### src/rtl/rfb_pkg.sv
package rfb_pkg;

   // field widths fixed by the interface
   localparam int BYTE_W = 8;
   localparam int FLEN_W = 7;
   localparam int REQ_W  = 3;
   localparam int STAT_W = 2;

   // request kinds
   localparam logic [REQ_W-1:0] REQ_RECV    = 3'd0;
   localparam logic [REQ_W-1:0] REQ_POP_OLD = 3'd1;
   localparam logic [REQ_W-1:0] REQ_POP_NEW = 3'd2;
   localparam logic [REQ_W-1:0] REQ_CLEAR   = 3'd3;
   localparam logic [REQ_W-1:0] REQ_DROP    = 3'd4;

   // buffer status codes
   localparam logic [STAT_W-1:0] ST_EMPTY     = 2'd0;
   localparam logic [STAT_W-1:0] ST_RECEIVING = 2'd1;
   localparam logic [STAT_W-1:0] ST_READY     = 2'd2;
   localparam logic [STAT_W-1:0] ST_OVERFLOW  = 2'd3;

   // per-cell control from the sequencer
   typedef struct packed {
      logic shift;   // take the upper neighbor's byte (ring rotate)
      logic load;    // capture the received byte
   } rfb_cell_ctl_type;

endpackage

### src/rtl/rx_frame_buffer.sv
// rx_frame_buffer: collects received bytes into frames and hands frames back.
// req channel: tuser carries the request kind (receive, pop oldest, pop
// newest, clear, drop partial), tdata the received byte. One request is
// worked on at a time; req_tready is high only while the sequencer is idle.
// rsp channel: one transfer per frame byte (tlast on the final one), or one
// no-data transfer (tuser high) for every other request or an empty pop.
// csr channel: writes frame_length (0 selects zero-terminated framing); it
// is always ready; the user must write it only while the block is idle, and the block itself does not enforce this.
// Receive, clear, drop, unknown and refused requests are answered by one
// no-data transfer. A pop works on the byte store, a ring of BUF_DEPTH cells
// that rotates one place per cycle past cell 0, where the bytes are read,
// unless a byte waits for the output register. A fixed-length pop oldest
// rotates the frame out, a pop newest rotates once around, and a string pop
// oldest first rotates once around to find the terminator, then rotates the
// frame and its terminator out. Frame bytes leave through a one-entry
// output register; while the receiver holds rsp_tready low the ring stops at
// the next byte to send and nothing is lost. Reset clears counters and status;
// store contents stay as they were and are never read before being written.
module rx_frame_buffer
   import rfb_pkg::*;
#(
   parameter int BUF_DEPTH = 64
)
(
   input  logic              clock,
   input  logic              reset,
   // configuration: frame_length
   input  logic              csr_valid,
   output logic              csr_ready,
   input  logic [FLEN_W-1:0] csr_data,
   // requests
   input  logic              req_tvalid,
   output logic              req_tready,
   input  logic [7:0]        req_tdata,   // [7:0] rx_data
   input  logic [2:0]        req_tuser,   // [2:0] req_type
   // results
   output logic              rsp_tvalid,
   input  logic              rsp_tready,
   output logic [15:0]       rsp_tdata,   // [7:0] data_byte, [9:8] buffer_status
   output logic              rsp_tlast,   // last_byte
   output logic [0:0]        rsp_tuser    // [0] no_data
);

   localparam int CW = $clog2(BUF_DEPTH + 1);
   localparam int IW = $clog2(BUF_DEPTH);

   // sequencer states
   localparam logic [2:0] S_IDLE = 3'd0;
   localparam logic [2:0] S_EXEC = 3'd1;
   localparam logic [2:0] S_NONE = 3'd2;
   localparam logic [2:0] S_SCAN = 3'd3;
   localparam logic [2:0] S_OSTR = 3'd4;
   localparam logic [2:0] S_RUN  = 3'd5;

   logic [2:0]        state_ff, state_in;
   logic [REQ_W-1:0]  req_type_ff, req_type_in;
   logic [BYTE_W-1:0] rx_data_ff, rx_data_in;
   logic [FLEN_W-1:0] flen_ff, flen_in;
   logic [CW-1:0]     fill_ff, fill_in;
   logic [CW-1:0]     nfs_ff, nfs_in;
   logic [CW-1:0]     part_ff, part_in;
   logic [STAT_W-1:0] status_ff, status_in;
   logic [CW-1:0]     step_ff, step_in;
   logic [CW-1:0]     run_start_ff, run_start_in;
   logic [CW-1:0]     run_lim_ff, run_lim_in;
   logic [CW-1:0]     run_rot_ff, run_rot_in;
   logic              run_str_ff, run_str_in;
   logic              run_hit_ff, run_hit_in;
   logic              run_alive_ff, run_alive_in;
   logic [CW-1:0]     run_nfs_ff, run_nfs_in;
   logic              zfound_ff, zfound_in;
   logic [CW-1:0]     zpos_ff, zpos_in;
   logic              rsp_valid_ff, rsp_valid_in;
   logic [BYTE_W-1:0] rsp_data_ff, rsp_data_in;
   logic              rsp_last_ff, rsp_last_in;
   logic              rsp_nodata_ff, rsp_nodata_in;
   logic [STAT_W-1:0] rsp_status_ff, rsp_status_in;

   logic              cell_shift, cell_load, rsp_load, slot_free;
   logic [BYTE_W-1:0] cell_bytes [BUF_DEPTH];
   logic [BYTE_W-1:0] cell0, cell1;

   // scratch values of the sequencer
   logic [CW-1:0]     pop_n, pop_rm, new_fill, nw_start, nfs_cand, step_nx;
   logic [FLEN_W:0]   nw_sum;
   logic              in_range, emit, advance, last;

   assign slot_free  = !rsp_valid_ff || rsp_tready;
   assign cell0      = cell_bytes[0];
   assign cell1      = cell_bytes[1];
   assign req_tready = (state_ff == S_IDLE);
   assign csr_ready  = 1'b1;
   assign step_nx    = step_ff + CW'(1);

   // ring of byte cells; cell i takes cell i+1 on a rotate
   for (genvar i = 0; i < BUF_DEPTH; i++) begin : g_cell
      rfb_cell_ctl_type ctl;
      assign ctl.shift = cell_shift;
      assign ctl.load  = cell_load && (fill_ff[IW-1:0] == IW'(i));
      rfb_cell u_cell (
         .clock     (clock),
         .ctl       (ctl),
         .load_byte (rx_data_ff),
         .next_byte (cell_bytes[(i + 1) % BUF_DEPTH]),
         .cell_byte (cell_bytes[i])
      );
   end

   // sequencer
   always_comb begin
      state_in      = state_ff;
      req_type_in   = req_type_ff;
      rx_data_in    = rx_data_ff;
      flen_in       = flen_ff;
      fill_in       = fill_ff;
      nfs_in        = nfs_ff;
      part_in       = part_ff;
      status_in     = status_ff;
      step_in       = step_ff;
      run_start_in  = run_start_ff;
      run_lim_in    = run_lim_ff;
      run_rot_in    = run_rot_ff;
      run_str_in    = run_str_ff;
      run_hit_in    = run_hit_ff;
      run_alive_in  = run_alive_ff;
      run_nfs_in    = run_nfs_ff;
      zfound_in     = zfound_ff;
      zpos_in       = zpos_ff;
      rsp_load      = 1'b0;
      rsp_data_in   = rsp_data_ff;
      rsp_last_in   = rsp_last_ff;
      rsp_nodata_in = rsp_nodata_ff;
      rsp_status_in = rsp_status_ff;
      cell_shift    = 1'b0;
      cell_load     = 1'b0;
      pop_n         = '0;
      pop_rm        = '0;
      new_fill      = '0;
      nw_start      = '0;
      nw_sum        = '0;
      nfs_cand      = run_nfs_ff;
      in_range      = 1'b0;
      emit          = 1'b0;
      advance       = 1'b0;
      last          = 1'b0;

      if (csr_valid) begin
         flen_in = csr_data;
      end

      unique case (state_ff)
         S_IDLE: begin
            if (req_tvalid) begin
               req_type_in = req_tuser;
               rx_data_in  = req_tdata;
               state_in    = S_EXEC;
            end
         end

         S_EXEC: begin
            state_in = S_NONE;
            unique case (req_type_ff)
               REQ_RECV: begin
                  if (status_ff != ST_OVERFLOW) begin
                     if (fill_ff == CW'(BUF_DEPTH)) begin
                        status_in = ST_OVERFLOW;
                     end else begin
                        cell_load = 1'b1;
                        fill_in   = fill_ff + CW'(1);
                        part_in   = part_ff + CW'(1);
                        status_in = ST_RECEIVING;
                        if ((flen_ff == '0 && rx_data_ff == '0) ||
                            (flen_ff != '0 && FLEN_W'(part_in) >= flen_ff)) begin
                           status_in = ST_READY;
                           nfs_in    = fill_ff - part_ff;
                           part_in   = '0;
                        end
                     end
                  end
               end
               REQ_CLEAR: begin
                  fill_in   = '0;
                  nfs_in    = '0;
                  part_in   = '0;
                  status_in = ST_EMPTY;
               end
               REQ_DROP: begin
                  new_fill  = (fill_ff > part_ff) ? fill_ff - part_ff : '0;
                  fill_in   = new_fill;
                  part_in   = '0;
                  status_in = (new_fill != '0) ? ST_READY : ST_EMPTY;
               end
               REQ_POP_OLD: begin
                  if (status_ff == ST_READY && fill_ff != '0) begin
                     step_in      = '0;
                     run_hit_in   = 1'b0;
                     run_alive_in = 1'b1;
                     if (flen_ff != '0) begin
                        // fixed frame: length known, rotate it out
                        pop_n        = (flen_ff < FLEN_W'(fill_ff)) ? CW'(flen_ff) : fill_ff;
                        new_fill     = fill_ff - pop_n;
                        fill_in      = new_fill;
                        nfs_in       = (FLEN_W'(nfs_ff) > flen_ff) ?
                                       CW'(FLEN_W'(nfs_ff) - flen_ff) : '0;
                        status_in    = (new_fill != '0) ? ST_READY : ST_EMPTY;
                        run_start_in = '0;
                        run_lim_in   = pop_n;
                        run_rot_in   = pop_n;
                        run_str_in   = 1'b0;
                        state_in     = S_RUN;
                     end else begin
                        // string frame: look for the terminator first
                        zfound_in = 1'b0;
                        state_in  = S_SCAN;
                     end
                  end
               end
               REQ_POP_NEW: begin
                  if (status_ff == ST_READY && fill_ff != '0) begin
                     nw_start     = (nfs_ff < fill_ff) ? nfs_ff : fill_ff;
                     fill_in      = nw_start;
                     status_in    = (nw_start != '0) ? ST_READY : ST_EMPTY;
                     step_in      = '0;
                     run_hit_in   = 1'b0;
                     run_alive_in = 1'b1;
                     run_nfs_in   = '0;
                     run_start_in = nw_start;
                     run_rot_in   = CW'(BUF_DEPTH);
                     if (flen_ff != '0) begin
                        nw_sum     = (FLEN_W+1)'(nw_start) + (FLEN_W+1)'(flen_ff);
                        run_lim_in = (nw_sum < (FLEN_W+1)'(fill_ff)) ? CW'(nw_sum) : fill_ff;
                        nfs_in     = (FLEN_W'(nw_start) > flen_ff) ?
                                     CW'(FLEN_W'(nw_start) - flen_ff) : '0;
                        run_str_in = 1'b0;
                     end else begin
                        run_lim_in = fill_ff;
                        run_str_in = 1'b1;
                     end
                     state_in = S_RUN;
                  end
               end
               default: begin
                  // unknown request: state unchanged
               end
            endcase
         end

         S_NONE: begin
            if (slot_free) begin
               rsp_load      = 1'b1;
               rsp_data_in   = '0;
               rsp_last_in   = 1'b1;
               rsp_nodata_in = 1'b1;
               rsp_status_in = status_ff;
               state_in      = S_IDLE;
            end
         end

         S_SCAN: begin
            // one full turn of the ring, noting the first zero byte
            cell_shift = 1'b1;
            if (!zfound_ff && step_ff < fill_ff && cell0 == '0) begin
               zfound_in = 1'b1;
               zpos_in   = step_ff;
            end
            if (step_ff == CW'(BUF_DEPTH - 1)) begin
               state_in = S_OSTR;
            end else begin
               step_in = step_nx;
            end
         end

         S_OSTR: begin
            pop_n        = zfound_ff ? zpos_ff : fill_ff;
            pop_rm       = zfound_ff ? zpos_ff + CW'(1) : fill_ff;
            new_fill     = fill_ff - pop_rm;
            fill_in      = new_fill;
            nfs_in       = (nfs_ff > pop_rm) ? nfs_ff - pop_rm : '0;
            status_in    = (new_fill != '0) ? ST_READY : ST_EMPTY;
            run_start_in = '0;
            run_lim_in   = pop_n;
            run_rot_in   = pop_rm;
            run_str_in   = 1'b0;
            step_in      = '0;
            state_in     = S_RUN;
         end

         S_RUN: begin
            // cell 0 holds the byte at position step_ff
            in_range = (step_ff >= run_start_ff) && (step_ff < run_lim_ff);
            emit     = in_range && run_alive_ff && !(run_str_ff && cell0 == '0);
            last     = (step_nx == run_lim_ff) || (run_str_ff && cell1 == '0);
            advance  = !emit || slot_free;
            if (run_str_ff && cell0 == '0 && step_nx < run_start_ff) begin
               nfs_cand = step_nx;
            end
            if (advance) begin
               cell_shift = 1'b1;
               run_nfs_in = nfs_cand;
               if (run_str_ff && in_range && cell0 == '0) begin
                  run_alive_in = 1'b0;
               end
               if (emit) begin
                  rsp_load      = 1'b1;
                  rsp_data_in   = cell0;
                  rsp_last_in   = last;
                  rsp_nodata_in = 1'b0;
                  rsp_status_in = status_ff;
                  run_hit_in    = 1'b1;
               end
               if (step_nx == run_rot_ff) begin
                  if (run_str_ff) begin
                     nfs_in = nfs_cand;
                  end
                  state_in = (run_hit_ff || emit) ? S_IDLE : S_NONE;
               end else begin
                  step_in = step_nx;
               end
            end
         end

         default: begin
            state_in = S_IDLE;
         end
      endcase

      // output register
      if (rsp_load) begin
         rsp_valid_in = 1'b1;
      end else if (rsp_tready) begin
         rsp_valid_in = 1'b0;
      end else begin
         rsp_valid_in = rsp_valid_ff;
      end
   end

   // control state
   always_ff @(posedge clock) begin
      if (reset) begin
         state_ff     <= S_IDLE;
         flen_ff      <= '0;
         fill_ff      <= '0;
         nfs_ff       <= '0;
         part_ff      <= '0;
         status_ff    <= ST_EMPTY;
         rsp_valid_ff <= 1'b0;
      end else begin
         state_ff     <= state_in;
         flen_ff      <= flen_in;
         fill_ff      <= fill_in;
         nfs_ff       <= nfs_in;
         part_ff      <= part_in;
         status_ff    <= status_in;
         rsp_valid_ff <= rsp_valid_in;
      end
   end

   // working and payload registers
   always_ff @(posedge clock) begin
      req_type_ff   <= req_type_in;
      rx_data_ff    <= rx_data_in;
      step_ff       <= step_in;
      run_start_ff  <= run_start_in;
      run_lim_ff    <= run_lim_in;
      run_rot_ff    <= run_rot_in;
      run_str_ff    <= run_str_in;
      run_hit_ff    <= run_hit_in;
      run_alive_ff  <= run_alive_in;
      run_nfs_ff    <= run_nfs_in;
      zfound_ff     <= zfound_in;
      zpos_ff       <= zpos_in;
      rsp_data_ff   <= rsp_data_in;
      rsp_last_ff   <= rsp_last_in;
      rsp_nodata_ff <= rsp_nodata_in;
      rsp_status_ff <= rsp_status_in;
   end

   assign rsp_tvalid = rsp_valid_ff;
   assign rsp_tdata  = {6'b0, rsp_status_ff, rsp_data_ff};
   assign rsp_tlast  = rsp_last_ff;
   assign rsp_tuser  = rsp_nodata_ff;

endmodule

### src/rtl/rfb_cell.sv
module rfb_cell
   import rfb_pkg::*;
(
   input  logic                clock,
   input  rfb_cell_ctl_type    ctl,
   input  logic [BYTE_W-1:0]   load_byte,
   input  logic [BYTE_W-1:0]   next_byte,
   output logic [BYTE_W-1:0]   cell_byte
);

   logic [BYTE_W-1:0] byte_ff;
   logic [BYTE_W-1:0] byte_in;

   // rotate has priority; a load never coincides with it
   always_comb begin
      byte_in = byte_ff;
      if (ctl.shift) begin
         byte_in = next_byte;
      end else if (ctl.load) begin
         byte_in = load_byte;
      end
   end

   always_ff @(posedge clock) begin
      byte_ff <= byte_in;
   end

   assign cell_byte = byte_ff;

endmodule

### config.mk
export PLATFORM = sky130hd
export DESIGN_NAME = rx_frame_buffer
export DESIGN_NICKNAME = d
export VERILOG_FILES = /design/src/rtl/rfb_pkg.sv /design/src/rtl/rx_frame_buffer.sv /design/src/rtl/rfb_cell.sv
export SDC_FILE = /design/constraint.sdc
export NUM_CORES = 1
export LEC_CHECK = 0
export ABC_CLOCK_PERIOD_IN_PS = 7200
export BUFFER_PORTS_ARGS = -buffer_cell sky130_fd_sc_hd__buf_4
export CAP_MARGIN = 25
export CORE_ASPECT_RATIO = 1.2
export CORE_MARGIN = 2
export CORE_UTILIZATION = 45
export DETAILED_ROUTE_END_ITERATION = 16
export HOLD_SLACK_MARGIN = 0.15
export PLACE_DENSITY_LB_ADDON = 0.05
export SLEW_MARGIN = 20
export SYNTH_ARGS = -nofsm -noshare
export SYNTH_HDL_FRONTEND = slang
export SYNTH_SLANG_ARGS = --single-unit
### constraint.sdc
create_clock -name clock -period 7.2 [get_ports clock]
set_clock_uncertainty 0.05 [all_clocks]
set_input_delay 0.72 -clock clock [delete_from_list [all_inputs] [get_ports clock]]
set_output_delay 0.72 -clock clock [all_outputs]
set_load 0.01 [all_outputs]
==> results.md, run 1 <==
- Outcome: finished, final reports clean
- Num rows: 102
- PostCTS Resize Cnt: 0
- Post-DP HPWL: 54,700 um
- P_sw: about 2.3 mW
- CP arrival: 6390 ps
- Hold endpoint: rx_data_ff[1]$_DFFE_PP_
- Via density per instance: 5.53
- DRT Pass-1 Iters: 5
- Most used DFF post-synth: edfxtp_1
- Worst-path maximum fanout: 9
- Initial antenna violation count: 0
- Hold Path Class: input port to register
- RSZ-0062 raised after global routing: false
- Slew @ Worst Pin: 1060 ps
- Sw frac: 26.3%
- Synth Register Bits: 615
- Gpl congestion: 0.912
- Area growth syn-to-layout: 11.0%
- Die width: 237 um
- CP most frequent cell: ha_1
- Worst skew pair latency: 610 ps
- Synth warnings: 0
- Placed Area: 30,400 um^2
- Cts bufs inserted: 67
- Core area: between 60,000 and 70,000 um^2
- CTS Sinks: around 620
- P_leak: 12.2 nW
- Startpoint Class: register
- CTS H-tree lvls: 3
- Cell internal pwr: around 6.5 mW
- Post-layout min period: between 6000 and 7000 ps
- Max VDD drop: 0.185 mV
- First-pass GRT wire length: 124,000 um
- Synth Instances: 2,755
- CP peak stage delay: about 500 ps
- DRC errors left: 0
- I/O pins: 44
- Syn avg cell area: 10.6 um^2
- Largest net degree at the start of global routing: 182
- Die Ht: 284 um
- Die area: between 60,000 and 70,000 um^2
- Share of the synthesized area in the top cell type: between 50% and 60%
- Seq pwr share: between 40% and 50%
- R2r setup slk: approximately 1100 ps
- Post-Route WL: 81,500 um
- CTS tree: yes
- Fin Setup TNS: 0 ps
- CP max-delay cell: dfxtp_1
- Wire per inst: 22.3 um
- Longest Clk Path Bufs: 3
- Fillers: just under 6,000
- Critical path class: register to register
- Via count: 20,237
- Comb pwr share: 13.9%
- Worst R2R Path Depth: 22
- CP Data Required Time: 7470 ps
- Root Buffer: clkbuf_16
- Vias in the first global route: 20,557
- Final core occ: 50.4%
- FF-to-FF Start: nfs_ff[4]$_SDFFE_PP0P_
- PortBufs: 36
- EDFF count, synth: 581
- Hold path startpoint: req_tdata[1]
- Clock transition at path regs: approximately 60 ps
- Final Cycle Share: a little over four fifths
- Clk pwr share: between 30 and 40%
- Worst path cell trace: ha_1, a21o_1, a211o_1, o22ai_2, buf_4, mux2i_1, inv_1, ha_1, inv_1, a21oi_1, o21a_1, o31ai_1, xnor2_1, ha_1, a21o_1, a2111oi_0, nand2_1, a21oi_1, a21boi_4, mux2_2, o21ai_0, o21ai_0
- Synth area leaders: edfxtp_1 (59%), nand2_1 (14%), ha_1 (4.5%), dfxtp_1 (2.3%), o21ai_0 (2.1%)
- Element type at the critical path end: register
- Final Setup Violations: 0
- Seq/Total Area, Yosys: 61.8%
- Max_cap viols: 0
- Synth area leader: edfxtp_1
- Synth async-reset ratio: 0%
- Post-CTS Hold Fix Bufs: 0
- Max Transition Viols Final: 0
- Most instantiated library cell after synthesis: nand2_1
- Post-route cell area: ~33,000 um^2
- Gr ovfl total: 0
- Final Hold Viols: 0
- Post-synthesis cell area: between 20,000 and 30,000 um^2
- Relative slew slack: between 20% and 30%
- Initial Util: between 40% and 50%
- Fmax: between 150 and 200 MHz
- Hold path cells: 1
- DRT iter0 DRCs: 1,379
- Layout cells sized above 1: 8.57%
- Power Density: 271 nW/um^2
- Post-synth top cells: nand2_1 (1,077), edfxtp_1 (581), o21ai_0 (125)
- Final ANT Viol Nets: 0
- Final nets: 2,909
- Antenna diodes: 0
- Gr usage total: roughly a quarter
- FF-to-FF End: run_lim_ff[2]$_DFFE_PP_
- Yosys cell types: 87
- Post-CTS Setup Bufs: 0
[layout make-up]
class                           count  area [um^2]  area share (%)
Clock buffer                       88         1820            5.59
Clock inverter                     33          327            1.00
Inverter                           63          236           0.726
Multi-Input combinational cell   1923        10200            31.4
Sequential cell                   615        18100            55.7
Tap cell                          832         1040            3.20
Timing Repair Buffer              103          772            2.37
[through the flow]
| step | setup slack (ps) | hold WS (ps) | std cells | power [mW] |
|---|---|---|---|---|
| after detailed placement | 1220 | 448 | 3533 | 5.47 |
| after global routing | 760 | 216 | 3657 | 9.17 |
| after global placement | 1360 | 444 | 3522 | 5.45 |
| after floorplan | 1500 | 395 | 2760 | 5.06 |
| after CTS | 1170 | 205 | 3654 | 8.92 |
| final | 1080 | 247 | 3657 | 8.82 |
[kinds of logic after synthesis]
family | count (synthesis) | share of synthesized area [%]
AND/OR/NAND/NOR | 1375 | 19.2
flip-flops | 615 | 61.8
AO/OA/AOI/OAI | 344 | 7.58
buffers and inverters | 222 | 3.55
adder cells (fa/ha/maj) | 113 | 5.00
XOR/XNOR | 57 | 1.89
multiplexers | 27 | 0.947
other | 2 | 0.0256
[critical path, delay by kind of cell, from the launching register on]
kind / cells / cell delay, ps
simple gates: 1 / 100
flops: 1 / 500
compound gates: 12 / 2770
fa+ha+maj: 3 / 920
mux: 2 / 800
buf+inv: 3 / 470
xor+xnor: 1 / 220
[worst max-delay path by stage]
stage	start	endpoint	slack [ps]	depth (start not counted)
floorplan	fill_ff[4]$_SDFFE_PP0P_	run_lim_ff[0]$_DFFE_PP_	1500	23
global placement	nfs_ff[4]$_SDFFE_PP0P_	run_lim_ff[2]$_DFFE_PP_	1360	22
detailed placement	nfs_ff[4]$_SDFFE_PP0P_	run_lim_ff[2]$_DFFE_PP_	1220	22
CTS	nfs_ff[4]$_SDFFE_PP0P_	run_lim_ff[2]$_DFFE_PP_	1170	22
global route	nfs_ff[4]$_SDFFE_PP0P_	run_lim_ff[2]$_DFFE_PP_	760	22
finish	nfs_ff[4]$_SDFFE_PP0P_	run_lim_ff[2]$_DFFE_PP_	1080	22
[layer usage]
| metal | up-vias | track usage (%) | wire length (um) |
|---|---|---|---|
| met5 | - | 0 | 0 |
| met3 | 169 | 3.01 | 3150 |
| met1 | 10033 | 29.8 | 33200 |
| met4 | 0 | 14.9 | 5210 |
| li1 | 9525 | - | - |
| met2 | 510 | 41.1 | 39900 |
[cell usage in the layout (no fill, tap or decap), types with 59 or more instances in the layout]
cell,netlist,routed
edfxtp_1,581,581
clkbuf_16,0,70
nand2_1,1077,1077
ha_1,106,106
inv_1,59,59
a21oi_1,70,70
nor2_1,111,110
o21ai_0,125,98
buf_4,9,88
[registers in the layout, indices dropped and copies added (netlist names)]
name,cells
zpos_ff,7
run_hit_ff,1
run_str_ff,1
run_rot_ff,7
status_ff,2
run_lim_ff,7
fill_ff,7
req_type_ff,3
flen_ff,7
rsp_tlast,1
state_ff,3
rsp_tuser,1
rsp_tvalid,1
run_nfs_ff,7
nfs_ff,7
g_cell.u_cell.cell_byte,512
step_ff,7
rx_data_ff,8
part_ff,7
rsp_status_ff,2
zfound_ff,1
run_start_ff,7
rsp_data_ff,8
run_alive_ff,1
[power by group through the flow]
stage | combinational, mW | sequential (mW) | clock (mW)
2_1_floorplan | 0.833 | 4.22 | 0
3_3_place_gp | 1.20 | 4.25 | 0
3_5_place_dp | 1.21 | 4.25 | 0
4_1_cts | 1.23 | 4.18 | 3.52
5_1_grt | 1.35 | 4.19 | 3.64
6_report | 1.22 | 4.18 | 3.41
No activity file was read; power rests on OpenSTA's default activity.
==> run 2, diff against run 1 <==
--- a/config.mk
+++ b/config.mk
@@ -5,7 +5,7 @@
 export SDC_FILE = /design/constraint.sdc
 export NUM_CORES = 1
 export LEC_CHECK = 0
-export ABC_CLOCK_PERIOD_IN_PS = 7200
+export ABC_CLOCK_PERIOD_IN_PS = 6100
 export BUFFER_PORTS_ARGS = -buffer_cell sky130_fd_sc_hd__buf_4
 export CAP_MARGIN = 25
 export CORE_ASPECT_RATIO = 1.2
==> constraint.sdc (replaced) <==
create_clock -name clock -period 6.1 [get_ports clock]
set_clock_uncertainty 0.05 [all_clocks]
set_input_delay 0.61 -clock clock [delete_from_list [all_inputs] [get_ports clock]]
set_output_delay 0.61 -clock clock [all_outputs]
set_load 0.01 [all_outputs]
==> results.md, run 2 (synthesis results as in run 1) <==
- Max VDD drop: 0.214 mV (+16%)
- Via count: 20,342 (+0.52%)
- Final nets: 2,925 (+0.55%)
- PortBufs: 36 (unchanged)
- Worst-path maximum fanout: 8 (-1)
- Post-DP HPWL: 55,100 um (+0.60%)
- Fin Setup TNS: 0 ps (unchanged)
- Root Buffer: clkbuf_16
- R2r setup slk: 500 ps (-590 ps)
- Longest Clk Path Bufs: 3 (unchanged)
- Core area: 64,600 um^2 (unchanged)
- Post-Route WL: 82,100 um (+0.81%)
- Largest net degree at the start of global routing: 188 (+3.3%)
- Die width: 237 um (unchanged)
- Seq pwr share: 46.7% (-0.7 points)
- Outcome: finished, final reports clean
- Via density per instance: 5.54 (about the same)
- CP Data Required Time: 6370 ps (-1100 ps)
- Initial Util: 45.4% (unchanged)
- Final Hold Viols: 0 (unchanged)
- Worst R2R Path Depth: 24 (+9.1%)
- CP peak stage delay: 440 ps (-60 ps)
- Worst skew pair latency: 620 ps (about the same)
- Area growth syn-to-layout: 11.8%
- Critical path class: register to register
- CTS Sinks: 615 (unchanged)
- P_sw: 2.80 mW (+20%)
- FF-to-FF Start: fill_ff[4]$_SDFFE_PP0P_
- Sw frac: 26.6% (+0.22 points)
- Placement Setup Slack: 529 ps (-695 ps)
- Final Cycle Share: 91.9% (+6.9 points)
- CP max-delay cell: fa_1
- Layout cells sized above 1: 8.94% (+0.37 points)
- Worst path bufs/invs: 3 (unchanged)
- Gr ovfl total: 0 (unchanged)
- Max reg flops: 512 (unchanged)
- Power Density: 321 nW/um^2 (+18%)
- DRT Pass-1 Iters: 7 (+2)
- Cts bufs inserted: 68 (+1.5%)
- CP top delay family: compound AO/OA/AOI/OAI gates
- Post-layout min period: 5600 ps (-514 ps)
- PostCTS Resize Cnt: 0 (unchanged)
- DRT iter0 DRCs: 1,537 (+11%)
- Fillers: 5,960 (+0.20%)
- Clk pwr share: 39.1% (+0.4 points)
- Final Setup Violations: 0 (unchanged)
- Element type at the critical path end: register
- Max_cap viols: 0 (unchanged)
- CTS H-tree lvls: 3 (unchanged)
- CTS tree: yes
- Antenna diodes: 0 (unchanged)
- Startpoint Class: register
- Clock transition at path regs: 60 ps (about the same)
- Slew @ Worst Pin: 1060 ps (+1.14 ps)
- Worst path cell trace: inv_1, ha_1, a21o_1, a211o_1, o22ai_2, buf_4, mux2i_1, inv_1, ha_1, fa_1, nand2b_1, a21oi_1, nor2_1, o21bai_1, a21oi_1, xor2_1, ha_1, a2111oi_0, nand2_1, a21oi_1, a21boi_4, mux2_2, o21ai_0, o21ai_0
- Hold path cells: 3 (+2)
- Wire per inst: 22.4 um (+0.35%)
- Die area: 67,300 um^2 (unchanged)
- Initial antenna violation count: 1 (+1)
- Fmax: 178 MHz (+9.2%)
- Comb pwr share: 14.2% (+0.3 points)
- Max Transition Viols Final: 0 (unchanged)
- I/O pins: 44 (unchanged)
- CP arrival: 5870 ps (-520 ps)
- Vias in the first global route: 20,665 (+0.53%)
- Post-CTS Hold Fix Bufs: 11 (+11)
- Most frequent cells in the layout: nand2_1 (1,077), edfxtp_1 (581), nor2_1 (110)
- Hold Path Class: input port to register
- Die Ht: 284 um (unchanged)
- Num rows: 102 (unchanged)
- Hold path startpoint: csr_data[3]
- Final core occ: 50.8% (+0.38 points)
- Gpl congestion: 0.923 (+1.3%)
- FF-to-FF End: run_lim_ff[2]$_DFFE_PP_
- Post-CTS Setup Bufs: 0 (unchanged)
- Hold endpoint: flen_ff[3]$_SDFFE_PP0P_
- Final ANT Viol Nets: 0 (unchanged)
- DRC errors left: 0 (unchanged)
- Gr usage total: 24.5% (+0.15 points)
- Commonest non-fill, non-tap cell in the layout: nand2_1
- First-pass GRT wire length: 125,000 um (+0.60%)
- RSZ-0062 raised after global routing: false
- Final WS setup: 497 ps (-586 ps)
- Relative slew slack: 29.4% (-0.15 points)
- P_leak: 12.3 nW (+0.88%)
- Cell internal pwr: 7.73 mW (+19%)
==> run 2: tightest hold or removal path: cells and delay by family <==
kind | cells | cell delay [ps]
buffers and inverters | 1 | 80
multiplexers | 1 | 50
AND/OR/NAND/NOR | 1 | 70
==> run 2: layout make-up <==
type,instances,area (um^2),area share (%)
Clock buffer,86,1800,5.48
Clock inverter,37,418,1.27
Inverter,63,236,0.721
Multi-Input combinational cell,1923,10200,31.2
Sequential cell,615,18100,55.3
Tap cell,832,1040,3.17
Timing Repair Buffer,118,946,2.88
==> run 2: per-stage QoR <==
stage | area, um^2 | cells | hold WS, ps | total power [mW]
floorplan | 29400 | 2760 | 395 | 5.97
global placement | 30400 | 3524 | 444 | 6.47
detailed placement | 30400 | 3536 | 449 | 6.49
CTS | 32800 | 3670 | 166 | 10.6
global route | 32800 | 3674 | 195 | 11.0
finish | 32800 | 3674 | 204 | 10.5
==> run 2: worst max path at each step <==
stage,startpoint,to,slack (ps),depth (start not counted)
floorplan,fill_ff[4]$_SDFFE_PP0P_,run_lim_ff[0]$_DFFE_PP_,400,23
global placement,fill_ff[4]$_SDFFE_PP0P_,run_lim_ff[0]$_DFFE_PP_,480,24
detailed placement,fill_ff[4]$_SDFFE_PP0P_,run_lim_ff[1]$_DFFE_PP_,530,24
CTS,fill_ff[4]$_SDFFE_PP0P_,run_lim_ff[1]$_DFFE_PP_,490,24
global route,fill_ff[4]$_SDFFE_PP0P_,run_lim_ff[2]$_DFFE_PP_,120,24
finish,fill_ff[4]$_SDFFE_PP0P_,run_lim_ff[2]$_DFFE_PP_,500,24
==> run 2: layer usage <==
layer  vias to the layer above  routed length [um]  track usage (%)
li1                       9566                   -                -
met1                     10121               33200             29.8
met2                       487               41000             42.3
met3                       168                3250             3.23
met4                         0                4610             13.3
met5                         -                   0                0
==> run 2: power groups by stage <==
stage,Clock [mW],Combinational (mW),Sequential [mW]
6_report,4.11,1.49,4.92
5_1_grt,4.38,1.65,4.93
4_1_cts,4.22,1.50,4.92
3_5_place_dp,0,1.48,5.01
3_3_place_gp,0,1.46,5.01
2_1_floorplan,0,0.983,4.99
==> run 3, diff against run 2 <==
--- a/config.mk
+++ b/config.mk
@@ -11,9 +11,11 @@
 export CORE_ASPECT_RATIO = 1.2
 export CORE_MARGIN = 2
 export CORE_UTILIZATION = 45
+export CTS_CLUSTER_SIZE = 14
 export DETAILED_ROUTE_END_ITERATION = 16
 export HOLD_SLACK_MARGIN = 0.15
-export PLACE_DENSITY_LB_ADDON = 0.05
+export PLACE_DENSITY = 0.6
+export REMOVE_ABC_BUFFERS = 1
 export SLEW_MARGIN = 20
 export SYNTH_ARGS = -nofsm -noshare
 export SYNTH_HDL_FRONTEND = slang
==> results.md, run 3 (synthesis results as in run 1) <==
- Longest Clk Path Bufs: 3 (unchanged)
- Via density per instance: 5.57 (+0.52%)
- Via count: 20,386 (+0.22%)
- CTS tree: yes
- CP peak stage delay: 400 ps (-40 ps)
- Fmax: 181 MHz (+1.4%)
- CP Data Required Time: 6420 ps (+50 ps)
- Most frequent cells in the layout: nand2_1 (1,077), edfxtp_1 (581), nor2_1 (111)
- Worst-path maximum fanout: 7 (-1)
- Critical path class: register to register
- Dpl cells: 3,531 (-0.14%)
- Clock transition at path regs: 60 ps (about the same)
- Startpoint Class: register
- FF-to-FF End: run_lim_ff[2]$_DFFE_PP_
- Layout cells sized above 1: 8.55% (-0.39 points)
- Post-CTS Hold Fix Bufs: 11 (unchanged)
- Final core occ: 50.4% (-0.39 points)
- P_sw: 2.75 mW (-1.8%)
- DRT iter0 DRCs: 1,455 (-5.3%)
- CTS Sinks: 615 (unchanged)
- Num rows: 102 (unchanged)
- Initial Util: 45.4% (unchanged)
- Post-CTS Setup Bufs: 0 (unchanged)
- Seq pwr share: 48.0% (+1.3 points)
- Die area: 67,300 um^2 (unchanged)
- Final Cycle Share: 90.6% (-1.2 points)
- Relative slew slack: 29.4% (-0.055 points)
- Hold Path Class: input port to register
- DRT Pass-1 Iters: 5 (-2)
- Area growth syn-to-layout: 11.0%
- Gr usage total: 23.4% (-1.1 points)
- Hold Slack: 175 ps (-28.9 ps)
- Root Buffer: clkbuf_16
- Power Density: 316 nW/um^2 (-1.7%)
- Gr ovfl total: 0 (unchanged)
- Die width: 237 um (unchanged)
- Core area: 64,600 um^2 (unchanged)
- Comb pwr share: 14.3% (about the same)
- Final ANT Viol Nets: 0 (unchanged)
- Hold path cells: 3 (unchanged)
- Critical path depth in cells: 21 (-13%)
- Initial antenna violation count: 0 (-1)
- Max reg flops: 512 (unchanged)
- Post-Route WL: 79,200 um (-3.5%)
- CP arrival: 5840 ps (-30 ps)
- DRC errors left: 0 (unchanged)
- Gpl congestion: 0.960 (+4.0%)
- CTS H-tree lvls: 2 (-1)
- Post-DP HPWL: 53,000 um (-3.7%)
- Final Setup Violations: 0 (unchanged)
- Worst skew pair latency: 630 ps (about the same)
- Worst path cell trace: inv_1, ha_1, a21o_1, a211o_1, o22ai_2, buf_4, nand2_1, o21ai_0, ha_1, o21a_1, o31ai_1, xnor2_1, ha_1, a21o_1, a2111oi_0, nand2_1, a21oi_1, a21boi_4, mux2_2, o21ai_0, o21ai_0
- CP max-delay cell: a2111oi_0
- Final nets: 2,914 (-0.38%)
- Vias in the first global route: 20,842 (+0.86%)
- Post-layout min period: 5530 ps (-75.1 ps)
- PostCTS Resize Cnt: 0 (unchanged)
- FF-to-FF Start: fill_ff[4]$_SDFFE_PP0P_
- Cell Count, Final, Fillers Out: 3,663 (-0.30%)
- First-pass GRT wire length: 121,000 um (-2.9%)
- PortBufs: 36 (unchanged)
- Die Ht: 284 um (unchanged)
- R2r setup slk: 570 ps (+80 ps)
- CP top delay family: compound AO/OA/AOI/OAI gates
- Fin Setup TNS: 0 ps (unchanged)
- Hold endpoint: flen_ff[6]$_SDFFE_PP0P_
- Cts bufs inserted: 61 (-10%)
- Cell internal pwr: 7.53 mW (-2.6%)
- Max Transition Viols Final: 0 (unchanged)
- P_leak: 12.2 nW (-1.0%)
- I/O pins: 44 (unchanged)
- Outcome: finished, final reports clean
- Max VDD drop: 0.237 mV (+11%)
- Commonest non-fill, non-tap cell in the layout: nand2_1
- Worst path bufs/invs: 2 (-1)
- Hold path startpoint: csr_data[6]
- RSZ-0062 raised after global routing: false
- Final Hold Viols: 0 (unchanged)
- Sw frac: 26.7% (+0.15 points)
- Slew @ Worst Pin: 1050 ps (-9.12 ps)
- Wire per inst: 21.6 um (-3.2%)
- Element type at the critical path end: register
- Worst R2R Path Depth: 21 (-13%)
- Largest net degree at the start of global routing: 215 (+14%)
- Clk pwr share: 37.7% (-1.4 points)
- Max_cap viols: 0 (unchanged)
==> run 3: cell count changes in the layout (fill, tap and decap cells not counted), sizes merged <==
cell / previous run / this run
clkinvlp: 3 / 5
clkbuf: 87 / 71
bufinv: 6 / 8
buf: 106 / 101
diode: 0 / 1
clkinv: 24 / 29
==> run 3: worst register-to-register path: stages (launching register included) <==
cell       delay [ps]
dfxtp_1           330
inv_1              60
ha_1              300
a21o_1            180
a211o_1           300
o22ai_2           200
buf_4             230
nand2_1            70
o21ai_0           240
ha_1              360
o21a_1            230
o31ai_1           340
xnor2_1           210
ha_1              290
a21o_1            180
a2111oi_0         400
nand2_1            90
a21oi_1           180
a21boi_4          390
mux2_2            380
o21ai_0           140
o21ai_0           110
==> run 3: power by group through the flow <==
stage	Clock, mW	Sequential (mW)	Combinational [mW]
global placement	0	5.02	1.43
detailed placement	0	5.02	1.46
finish	3.87	4.93	1.47
floorplan	0	5.00	0.988
global route	4.08	4.94	1.61
CTS	3.94	4.93	1.47
==> run 3: area by class of cell <==
class,instances,area (um^2)
Fill cell,5795,32000
Sequential cell,615,18100
Multi-Input combinational cell,1923,10200
Clock buffer,69,1560
Tap cell,832,1040
Timing Repair Buffer,114,873
Clock inverter,46,484
Inverter,63,236
Antenna cell,1,2.50
==> run 3: layer usage <==
metal  GRT usage (%)  share of wire (%)  vias to the layer above
li1                -                  -                     9536
met1            27.8                 40                    10122
met2            41.9                 51                      541
met3            2.90                4.2                      187
met4            11.2                5.2                        0
met5               0                  0                        -
==> run 3: worst max path at each step <==
stage / from / to / slack (ps)
6_report: fill_ff[4]$_SDFFE_PP0P_ / run_lim_ff[2]$_DFFE_PP_ / 570
5_1_grt: fill_ff[4]$_SDFFE_PP0P_ / run_lim_ff[1]$_DFFE_PP_ / 290
2_1_floorplan: step_ff[0]$_SDFFCE_PP0P_ / g_cell[0].u_cell.cell_byte[0]$_DFFE_PP_ / -5250
4_1_cts: fill_ff[4]$_SDFFE_PP0P_ / run_lim_ff[2]$_DFFE_PP_ / 580
3_3_place_gp: fill_ff[4]$_SDFFE_PP0P_ / run_lim_ff[0]$_DFFE_PP_ / 620
3_5_place_dp: fill_ff[4]$_SDFFE_PP0P_ / run_lim_ff[2]$_DFFE_PP_ / 620
==> run 3: stage by stage <==
stage	power (mW)	cell area, um^2	setup WS (ps)
2_1_floorplan	5.98	28500	-5250
3_3_place_gp	6.45	30300	622
5_1_grt	10.6	32600	293
4_1_cts	10.3	32500	579
3_5_place_dp	6.47	30400	620
6_report	10.3	32600	572
